<file path="src/hw/rtl/idqr_pkg.sv">
// ----------------------------------------------------------------------------
// idqr_pkg: shared types and constants of the indexed deque
// Sizes, item codes, status codes and the control word broadcast to the cells.
// ----------------------------------------------------------------------------
package idqr_pkg;

    // CAPACITY must be a power of two: ring arithmetic wraps by truncation.
    localparam int CAPACITY   = 16;
    localparam int DATA_WIDTH = 32;
    localparam int PTR_W      = $clog2(CAPACITY);
    localparam int CNT_W      = $clog2(CAPACITY + 1);

    localparam int KIND_W   = 3;
    localparam int INDEX_W  = 5;
    localparam int VALUE_W  = 32;
    localparam int STATUS_W = 2;
    localparam int COUNT_W  = 5;

    localparam logic [KIND_W-1:0] KIND_READ    = 3'd0;
    localparam logic [KIND_W-1:0] KIND_INSERT  = 3'd1;
    localparam logic [KIND_W-1:0] KIND_REMOVE  = 3'd2;
    localparam logic [KIND_W-1:0] KIND_REVERSE = 3'd3;
    localparam logic [KIND_W-1:0] KIND_CLEAR   = 3'd4;

    localparam logic [STATUS_W-1:0] ST_OK    = 2'd0;
    localparam logic [STATUS_W-1:0] ST_RANGE = 2'd1;
    localparam logic [STATUS_W-1:0] ST_FULL  = 2'd2;

    typedef enum logic [1:0] {
        OP_NONE,
        OP_INS,
        OP_REM
    } t_cell_op;

    typedef struct packed {
        t_cell_op               op;
        logic [INDEX_W-1:0]     idx;
        logic [CNT_W-1:0]       count;
        logic [DATA_WIDTH-1:0]  value;
        logic [PTR_W-1:0]       front;
        logic                   rev;
    } t_cell_ctrl;

endpackage

</file>
<file path="src/hw/rtl/indexed_deque_with_reverse.sv">
// ----------------------------------------------------------------------------
// indexed_deque_with_reverse: ordered store with indexed insert/remove
// Latency: a result word is shown the cycle after its item word is accepted.
// Throughput: one item per cycle unless stalled; insert/remove shift the tail.
// Reset: synchronous, active low; clears count, front pointer, direction and
// the output valid. Cell contents are not reset and hold junk until written.
// ----------------------------------------------------------------------------
module indexed_deque_with_reverse
    import idqr_pkg::*;
(
    input  logic                i_clk,
    input  logic                i_rst_n,
    // item channel
    input  logic                i_valid,
    output logic                o_ready,
    input  logic [KIND_W-1:0]   i_kind,
    input  logic [INDEX_W-1:0]  i_index,
    input  logic [VALUE_W-1:0]  i_value,
    // result channel
    output logic                o_valid,
    input  logic                i_ready,
    output logic [VALUE_W-1:0]  o_read_value,
    output logic [STATUS_W-1:0] o_status,
    output logic [COUNT_W-1:0]  o_count
);

    // ring state: the cell at r_front is logical position 0; r_rev picks
    // whether logical order runs down the ring instead of up.
    logic [CNT_W-1:0]      r_count;
    logic [CNT_W-1:0]      n_count;
    logic [PTR_W-1:0]      r_front;
    logic [PTR_W-1:0]      n_front;
    logic                  r_rev;
    logic                  n_rev;

    // output word register
    logic                  r_out_valid;
    logic [VALUE_W-1:0]    r_rd;
    logic [STATUS_W-1:0]   r_status;
    logic [COUNT_W-1:0]    r_cnt_out;
    logic [VALUE_W-1:0]    n_rd;
    logic [STATUS_W-1:0]   n_status;

    logic                  w_accept;
    logic                  w_in_range;     // index < count
    logic [PTR_W-1:0]      w_last;         // logical position count-1
    logic [DATA_WIDTH-1:0] w_sel;          // word at the addressed position
    t_cell_ctrl            w_ctrl;

    logic [DATA_WIDTH-1:0] w_data [CAPACITY];
    logic [CAPACITY-1:0]   w_hit;

    // The output register frees itself when its word is taken, so a new
    // item can enter in the same cycle.
    assign o_ready    = !r_out_valid || i_ready;
    assign w_accept   = i_valid && o_ready;
    assign w_in_range = i_index < INDEX_W'(r_count);
    assign w_last     = PTR_W'(r_count - CNT_W'(1));

    // Read port: one-hot OR over the cells that match the index.
    always_comb begin
        w_sel = '0;
        for (int k = 0; k < CAPACITY; k++) begin
            if (w_hit[k]) begin
                w_sel = w_sel | w_data[k];
            end
        end
    end

    // Item decode: next ring state, cell command and result word.
    always_comb begin
        n_count  = r_count;
        n_front  = r_front;
        n_rev    = r_rev;
        n_rd     = '0;
        n_status = ST_OK;

        w_ctrl.op    = OP_NONE;
        w_ctrl.idx   = i_index;
        w_ctrl.count = r_count;
        w_ctrl.value = DATA_WIDTH'(i_value);
        w_ctrl.front = r_front;
        w_ctrl.rev   = r_rev;

        case (i_kind)
            KIND_READ: begin
                if (w_in_range) begin
                    n_rd = VALUE_W'(w_sel);
                end else begin
                    n_status = ST_RANGE;
                end
            end
            KIND_INSERT: begin
                // range check ranks ahead of the full check
                if (i_index > INDEX_W'(r_count)) begin
                    n_status = ST_RANGE;
                end else if (r_count == CNT_W'(CAPACITY)) begin
                    n_status = ST_FULL;
                end else begin
                    w_ctrl.op = OP_INS;
                    n_count   = r_count + CNT_W'(1);
                end
            end
            KIND_REMOVE: begin
                if (w_in_range) begin
                    n_rd      = VALUE_W'(w_sel);
                    w_ctrl.op = OP_REM;
                    n_count   = r_count - CNT_W'(1);
                end else begin
                    n_status = ST_RANGE;
                end
            end
            KIND_REVERSE: begin
                // new front is the old last entry; the data never moves
                if (r_count != '0) begin
                    n_front = r_rev ? (r_front - w_last) : (r_front + w_last);
                end
                n_rev = !r_rev;
            end
            KIND_CLEAR: begin
                n_count = '0;
                n_front = '0;
                n_rev   = 1'b0;
            end
            default: begin
                n_status = ST_OK;
            end
        endcase

        if (!w_accept) begin
            w_ctrl.op = OP_NONE;
        end
    end

    // Row of cells, each wired to both ring neighbors.
    for (genvar g = 0; g < CAPACITY; g++) begin : g_cell
        localparam int PREV = (g + CAPACITY - 1) % CAPACITY;
        localparam int NEXT = (g + 1) % CAPACITY;

        idqr_cell u_cell (
            .i_clk  (i_clk),
            .i_ctrl (w_ctrl),
            .i_slot (PTR_W'(g)),
            .i_prev (w_data[PREV]),
            .i_next (w_data[NEXT]),
            .o_data (w_data[g]),
            .o_hit  (w_hit[g])
        );
    end

    always_ff @(posedge i_clk) begin
        if (!i_rst_n) begin
            r_count     <= '0;
            r_front     <= '0;
            r_rev       <= 1'b0;
            r_out_valid <= 1'b0;
        end else begin
            if (w_accept) begin
                r_count <= n_count;
                r_front <= n_front;
                r_rev   <= n_rev;
            end
            if (w_accept) begin
                r_out_valid <= 1'b1;
            end else if (i_ready) begin
                r_out_valid <= 1'b0;
            end
        end
    end

    always_ff @(posedge i_clk) begin
        if (w_accept) begin
            r_rd      <= n_rd;
            r_status  <= n_status;
            r_cnt_out <= COUNT_W'(n_count);
        end
    end

    assign o_valid      = r_out_valid;
    assign o_read_value = r_rd;
    assign o_status     = r_status;
    assign o_count      = r_cnt_out;

endmodule

</file>
<file path="src/hw/rtl/idqr_cell.sv">
// ----------------------------------------------------------------------------
// idqr_cell: one ring slot of the deque
// Holds one word; on insert or remove it takes a ring neighbor's word or the new value.
// ----------------------------------------------------------------------------
module idqr_cell
    import idqr_pkg::*;
(
    input  logic                  i_clk,
    input  t_cell_ctrl            i_ctrl,
    input  logic [PTR_W-1:0]      i_slot,
    input  logic [DATA_WIDTH-1:0] i_prev,   // word of slot - 1
    input  logic [DATA_WIDTH-1:0] i_next,   // word of slot + 1
    output logic [DATA_WIDTH-1:0] o_data,
    output logic                  o_hit
);

    logic [DATA_WIDTH-1:0] r_data;
    logic [DATA_WIDTH-1:0] n_data;
    logic [PTR_W-1:0]      w_lpos;
    logic [INDEX_W-1:0]    w_lpos_x;

    // logical position of this slot, ring wrap by truncation
    assign w_lpos   = i_ctrl.rev ? (i_ctrl.front - i_slot) : (i_slot - i_ctrl.front);
    assign w_lpos_x = INDEX_W'(w_lpos);

    always_comb begin
        n_data = r_data;
        case (i_ctrl.op)
            OP_INS: begin
                if (w_lpos_x == i_ctrl.idx) begin
                    n_data = i_ctrl.value;
                end else if (w_lpos_x > i_ctrl.idx &&
                             w_lpos_x <= INDEX_W'(i_ctrl.count)) begin
                    n_data = i_ctrl.rev ? i_next : i_prev;
                end
            end
            OP_REM: begin
                if (w_lpos_x >= i_ctrl.idx &&
                    (w_lpos_x + INDEX_W'(1)) < INDEX_W'(i_ctrl.count)) begin
                    n_data = i_ctrl.rev ? i_prev : i_next;
                end
            end
            default: begin
                n_data = r_data;
            end
        endcase
    end

    always_ff @(posedge i_clk) begin
        r_data <= n_data;
    end

    assign o_data = r_data;
    assign o_hit  = (w_lpos_x == i_ctrl.idx);

endmodule

</file>
<file path="config.mk">
export PLATFORM = sky130hd
export DESIGN_NAME = indexed_deque_with_reverse
export DESIGN_NICKNAME = d
export VERILOG_FILES = /design/src/hw/rtl/idqr_pkg.sv /design/src/hw/rtl/indexed_deque_with_reverse.sv /design/src/hw/rtl/idqr_cell.sv
export SDC_FILE = /design/constraint.sdc
export NUM_CORES = 2
export LEC_CHECK = 0
export BUFFER_PORTS_ARGS = -buffer_cell sky130_fd_sc_hd__buf_2
export CAP_MARGIN = 10
export CORE_UTILIZATION = 30
export CTS_CLUSTER_DIAMETER = 120
export DETAILED_ROUTE_END_ITERATION = 8
export GPL_TIMING_DRIVEN = 1
export PLACE_DENSITY_LB_ADDON = 0.05
export REMOVE_ABC_BUFFERS = 1
export SYNTH_ARGS = -nofsm -noshare
export SYNTH_HDL_FRONTEND = slang
export SYNTH_SLANG_ARGS = --single-unit
export TNS_END_PERCENT = 20
</file>
<file path="constraint.sdc">
create_clock -name i_clk -period 14.2 [get_ports i_clk]
set_clock_uncertainty 0.1 [all_clocks]
set_input_delay 2.84 -clock i_clk [delete_from_list [all_inputs] [get_ports i_clk]]
set_output_delay 2.84 -clock i_clk [all_outputs]
set_load 0.02 [all_outputs]
</file>
Word level (Yosys, flattened, before mapping). Index checks and enable logic that the tools add are counted.

Add/subtract/negate cells: 51. Multiply operators: 0. Divide/modulo/power cells: 0. Order comparisons: 66. Equality and inequality tests: 56. Shift-type cells: 0. Muxes and demuxes: 147. Bitwise operators: 15. Reductions and logical operators: 61.

Operators by type and width (count): 32-bit 2-to-1 mux (96); 32-bit case mux with 2 select lines (16); 32-bit OR (15); 5-bit less-than comparator (17); 4-bit by 1-bit adder with 5-bit output, second input constant (16); 4-bit by 5-bit equality test with 1-bit output (16); 4-bit by 5-bit greater-or-equal comparator with 1-bit output (16); 4-bit by 5-bit greater-than comparator with 1-bit output (16); 4-bit by 5-bit <= comparator with 1-bit output (16); 4-bit 2-to-1 mux (18); 3-bit AND reduction (17); 3-bit by 1-bit != test with 1-bit output, second input constant (16); 1-bit logical AND (33); 2-bit by 1-bit != test with 1-bit output, second input constant (16); 4-bit subtractor, first input constant (8); 4-bit subtractor, second input constant (8); 3-bit by 4-bit subtractor with 4-bit output, first input constant (4); 4-bit by 3-bit subtractor with 4-bit output, second input constant (4); 5-bit 2-to-1 mux (3); 5-bit case mux with 3 select lines (1); 2-bit 2-to-1 mux (4); 2-bit case mux with 2 select lines (2); 4-bit case mux with 2 select lines (1); 1-bit by 4-bit subtractor with 4-bit output, first input constant (2); 24 further kinds (35).

Bits in registers: 562. Latch bits: 0. Memory bits (writable): 0. ROM bits: 0. Bits of input ports: 44. Output and inout bits: 41. Word-level logic and storage cells: 419. Memories kept: 0.

Depth between registers and ports, before layout.
Word-level depth: 34. Depth in mapped cells: 16. Depth with buffers taken out: 12.

Cells and area by module. Synthesis repeated with hierarchy kept, for this count alone.

Cell total of the unflattened synthesis: 6325. Area, all modules: 54422.2 sq um.

By module, submodules not included: idqr_cell (g_cell[0].u_cell ...) (instances 12, cells each 369, area each 3084.2 sq um, seq. area each 960.9 sq um); idqr_cell (g_cell[7].u_cell ...) (instances 3, cells each 316, area each 3030.4 sq um, seq. area each 960.9 sq um); indexed_deque_with_reverse (instances 1, cells each 578, area each 5183.7 sq um, seq. area each 1391.3 sq um); idqr_cell (g_cell[6].u_cell) (instances 1, cells each 371, area each 3136.8 sq um, seq. area each 960.9 sq um).

Worst setup path before layout. OpenSTA, ideal clock, no wires.

Path type: input to register. Start: input i_ready. End: register g_cell[11].u_cell.r_data[0] (enable). Arrival time: 8128 ps. Required time: 13630 ps. Slack: 5501 ps. Stages on the path: 13. Path buffers: 4. Cell sequence: nor2b_1 > inv_1 > nand2_1 > clkinv_1 > nand2_1 > inv_1 > ha_1 > buf_2 > buf_2 > clkbuf_1 > clkbuf_1 > a21o_1 > a211oi_1.

Longest elaborated chain between the ends: 6. Elaborated cells on any way between the ends: 9. Classes of those cells: eq/ne: 4; mux: 1; reduce/logical: 4.

Ends and longest elaborated chain: from (decl) (line indexed_deque_with_reverse.sv:21) `input logic i_ready,`; 1-bit logical OR (*) (line indexed_deque_with_reverse.sv:55) `assign o_ready = !r_out_valid || i_ready;`; via o_ready (line indexed_deque_with_reverse.sv:15) `output logic o_ready,`; 1-bit logical AND (*) (line indexed_deque_with_reverse.sv:56) `assign w_accept = i_valid && o_ready;`; via w_accept (line indexed_deque_with_reverse.sv:44) `logic w_accept;`; 2-bit 2-to-1 mux (*) (line indexed_deque_with_reverse.sv:130) `if (!w_accept) begin`; 2-bit by 1-bit equality test with 1-bit output or 2-bit equality test (tied branches) (line idqr_cell.sv:28) `case (i_ctrl.op)`; 3-bit by 1-bit != test with 1-bit output (no source line), or another cell as far along; 3-bit AND reduction (no source line) (*); to (signal assigned) (line idqr_cell.sv:50) `r_data <= n_data;`; to (decl) (line idqr_cell.sv:17) `logic [DATA_WIDTH-1:0] r_data;`.

Mark *: on every way through the listed nets, which the timed path passes. The rest lies on a longest branch. A chain may end at the register's enable or synchronous reset.

Worst setup path in the final report.
Start: input i_index[4]. End: register g_cell[11].u_cell.r_data[12] (data pin).

Longest elaborated chain between the ends: 6. Elaborated cells on any way between the ends: 11. Classes of those cells: order compare: 2; eq/ne: 3; mux: 6.

Ends and longest elaborated chain: from (decl) (line indexed_deque_with_reverse.sv:17) `input logic [INDEX_W-1:0] i_index,`; 5-bit greater-than comparator or 5-bit less-than comparator (tied branches) (line indexed_deque_with_reverse.sv:95, indexed_deque_with_reverse.sv:57); 1-bit 2-to-1 mux or 2-bit 2-to-1 mux (tied branches) (line indexed_deque_with_reverse.sv:95, indexed_deque_with_reverse.sv:105); 2-bit case mux with 2 select lines (line indexed_deque_with_reverse.sv:85) `case (i_kind)`; 2-bit 2-to-1 mux (line indexed_deque_with_reverse.sv:130); 2-bit equality test or 2-bit by 1-bit equality test with 1-bit output (tied branches) (line idqr_cell.sv:28); 32-bit case mux with 2 select lines (*) (line idqr_cell.sv:28); via g_cell[11].u_cell.n_data[12] (line idqr_cell.sv:18) `logic [DATA_WIDTH-1:0] n_data;`.

Marked as above.

==> flow_summary.yaml <==
clock_tree:
  cts_setup_buffers: 0
  numCtsBuffers: 80
  clock_pin_slew_reported_for_the_worst_setup_and_hold_paths_after_clock_tree_synthesis_ns: 0.05
  tritoncts_num_sinks: 562
  tritoncts: "yes"
  worst_skew_pair_later_pin_latency_ns: 0.71
  cts-htree-levels: 3
  clock_path_buffers: 3
  number_of_gates_resized_after_cts: 0
  clk_root_buffer_cell: "clkbuf_16"
  cts_hold_buf: 0
run_status:
  run_status: "completed"
route:
  ant_nets: 0
  routed_wl_mm: 212
  post-route-drc-count: 0
  routed_via_density: 6.52
  num_vias: 40800
  drtPass1Iterations: 6
  drt_first_iter_violations: 4847
  wire_length_per_cell_um: 33.9
critical_path:
  cp-end-kind: "flop"
  crit_path_start: "i_index[4]"
  cp.arrival_ns: 8.01
  timing.rr.start: "r_count[1]$_SDFFE_PN0P_"
  worstPathCellList: "buf_2, ha_1, a21oi_1, nand3_1, nor2_1, nand2_1, inv_1, ha_4, buf_12, buf_4, nor2_4, buf_4, a22o_1, nand2_1, o211ai_1"
  critPathSlowestCell: "buf_4"
  ff2ff_setup_slack_ns: 8.15
  crit_type: "input pin to flop"
  r2r_cells: 15
  worstSetupStartpointType: "input pin"
  cp-endpoint: "g_cell[11].u_cell.o_data[12]$_DFFE_PP_"
  required_ns: 14.50
  critical_path_peak_fanout: 121
  crit_path_max_incr_delay_ns: 0.83
  rr_endpoint: "g_cell[11].u_cell.o_data[12]$_DFFE_PP_"
final_layout:
  nets: 4487
  final-instance-count-excl-fill: 6254
  layout-area-overhead-vs-synth_pct: 9.92
  ratio_of_cells_with_drive_above_1_in_the_final_layout_pct: 8.46
  filler_cells_inserted: 14200
global_routing:
  grt_use_total_pct: 29.1
  grt_first_pass_wirelength_mm: 297
  maximum_number_of_pins_on_one_net_before_global_route_repair: 218
  grt_antenna_before_repair: 5
  met2_usage_pct: 45.6
  gr-total-overflow: 0
  first_global_vias: 36900
  gr-usage-met1_pct: 40.2
  grt_use_met3_pct: 3.80
  peak_usage_layer_in_the_global_routing_report: "met2"
power_and_ir_drop:
  p_total_mw: 4.55
  power.share.sequential_pct: 42.5
  power.share.clock_pct: 43.7
  worst_ir_drop_vdd_uv: 76.2
  cellPowerDensity_nw_per_um2: 98.0
  pint_mw: 3.19
  power_switching_share_pct: 29.8
  switching_power_mw: 1.36
  power.leakage_nw: 16.1
  combPwrFrac_pct: 13.8
floorplan:
  floorplan.initialDensity_pct: 30.3
  die_area_um2: 142000
  floorplan.core_area_um2: 140000
  num_rows: 137
  die_w_um: 377
  floorplan.die.height_um: 377
  io-pin-count: 85
logic_synthesis:
  summed_instance_area_of_the_synthesized_netlist_um2: 42300
  synth.area.top_cells: "edfxtp_1, a22o_1, a22oi_1"
  syn_area_per_cell_um2: 9.20
  post_synth_num_cell_types: 65
  synth_enable_flop_cells: 551
  synthDominantCellAreaShare_pct: 39.1
  ys_ff_latch: 562
  synth.top_cells.by_count: "nand2_1, a22o_1, a22oi_1"
  post-synth-top-area-cell: "edfxtp_1"
  dominantRegCellSynth: "edfxtp_1"
  post_synth_inst_count: 4592
  post-synth-top-count-cell: "nand2_1"
  async_flop_share_pct: 0
  synth_warnings: 0
  synth_seq_area_share_pct: 39.7
sta:
  rsz_0062_raised_after_global_routing: "false"
  timing_max_transition_violations_final: 0
  report.final.setup_viol: 0
  worstMarginPinSlew_ns: 1.25
  finalCriticalPeriod_ns: 7.71
  final_hold_viol_count: 0
  setup-tns-final_ns: 0
  timing.final.crit_share_pct: 54.3
  timing.fmax_ghz: 0.130
  fin_worst_hold_slack_ns: 0.527
  relSlewSlack_pct: 16.2
placed_design:
  numPortBuffers: 84
  finalWeightedCongestion: 0.800
  dp_hpwl_mm: 112
  dpl.cell_count: 6108
job:
  max_cap_violations: 0
hold_path:
  min_path_type: "flop to flop"
==> layout by cell type (no fill, tap or decap), types with 17 or more instances in the layout <==
| cell type | count |
|---|---|
| a21o_1 | 62 |
| buf_2 | 84 |
| a31oi_1 | 43 |
| nor2_1 | 36 |
| clkbuf_16 | 80 |
| and3_1 | 42 |
| clkbuf_1 | 23 |
| nor2b_4 | 17 |
| ha_1 | 127 |
| a21oi_1 | 41 |
| a22oi_1 | 587 |
| a221oi_1 | 108 |
| edfxtp_1 | 551 |
| xnor2_1 | 22 |
| a22o_1 | 603 |
| nand2_1 | 1043 |
| o21ai_0 | 20 |
| o211ai_1 | 514 |
| buf_4 | 94 |
| inv_1 | 56 |
==> metrics by stage <==
stage                     setup WS [ns]  util, %  instance area (um^2)
after floorplan                  -23.05        -                 40000
after global placement             5.99     31.5                 44000
after detailed placement           5.95     31.5                 44000
after CTS                          6.72     33.2                 46400
after global routing               6.21     33.2                 46400
final                              6.49     33.3                 46500
==> per-layer routing <==
layer | wire, um | vias up
li1 | - | 17600
met1 | 93100 | 20800
met2 | 95800 | 1958
met3 | 14300 | 404
met4 | 8570 | 2
met5 | 13 | -
==> flip-flops by register name, summed over array words and instances (netlist names) <==
| signal | flops |
|---|---|
| o_count | 5 |
| g_cell.u_cell.o_data | 512 |
| o_status | 2 |
| o_read_value | 32 |
| r_count | 5 |
| r_rev | 1 |
| r_front | 4 |
| o_valid | 1 |
==> layout make-up <==
| class | count | area [um^2] | share of cell area, % |
|---|---|---|---|
| Inverter | 58 | 219 | 0.471 |
| Sequential cell | 562 | 16800 | 36.1 |
| Multi-Input combinational cell | 3431 | 23500 | 50.5 |
| Timing Repair Buffer | 181 | 1190 | 2.55 |
| Antenna cell | 4 | 10.0 | 0.0215 |
| Clock inverter | 38 | 347 | 0.746 |
| Clock buffer | 104 | 2100 | 4.52 |
| Tap cell | 1876 | 2350 | 5.05 |
==> critical path, delay by kind of cell <==
family / cells / cell delay [ns]
AOI/OAI and AO/OA: 3 / 0.59
and+or+nand+nor: 5 / 1.20
buffers and inverters: 5 / 2.24
adders and majority gates: 2 / 0.85
==> how the worst min path moves through the flow <==
stage                                  from              endpoint  cells past startpoint
finish                 o_valid$_SDFFE_PN0P_  o_valid$_SDFFE_PN0P_                      3
global route           o_valid$_SDFFE_PN0P_  o_valid$_SDFFE_PN0P_                      3
CTS                    o_valid$_SDFFE_PN0P_  o_valid$_SDFFE_PN0P_                      3
detailed placement     o_valid$_SDFFE_PN0P_  o_valid$_SDFFE_PN0P_                      3
global placement       o_valid$_SDFFE_PN0P_  o_valid$_SDFFE_PN0P_                      3
floorplan           r_count[1]$_SDFFE_PN0P_  o_count[1]$_DFFE_PP_                      1
==> power by group through the flow <==
stage | Clock (mW) | Sequential [mW] | Combinational, mW
final | 1.99 | 1.93 | 0.630
after global routing | 2.08 | 1.94 | 0.674
after CTS | 2.04 | 1.93 | 0.624
after detailed placement | 0 | 1.97 | 0.622
after global placement | 0 | 1.97 | 0.620
after floorplan | 0 | 1.97 | 0.435
==> cell families after synthesis <==
kind of cell | after synthesis | share of synthesized area (%)
AO/OA/AOI/OAI | 2038 | 37.9
XOR/XNOR | 31 | 0.642
adder cells (fa/ha/maj) | 129 | 3.84
buffers and inverters | 599 | 5.77
flip-flops | 562 | 39.7
multiplexers | 4 | 0.101
AND/OR/NAND/NOR | 1229 | 12.1
(Power assumes the default switching activity.)
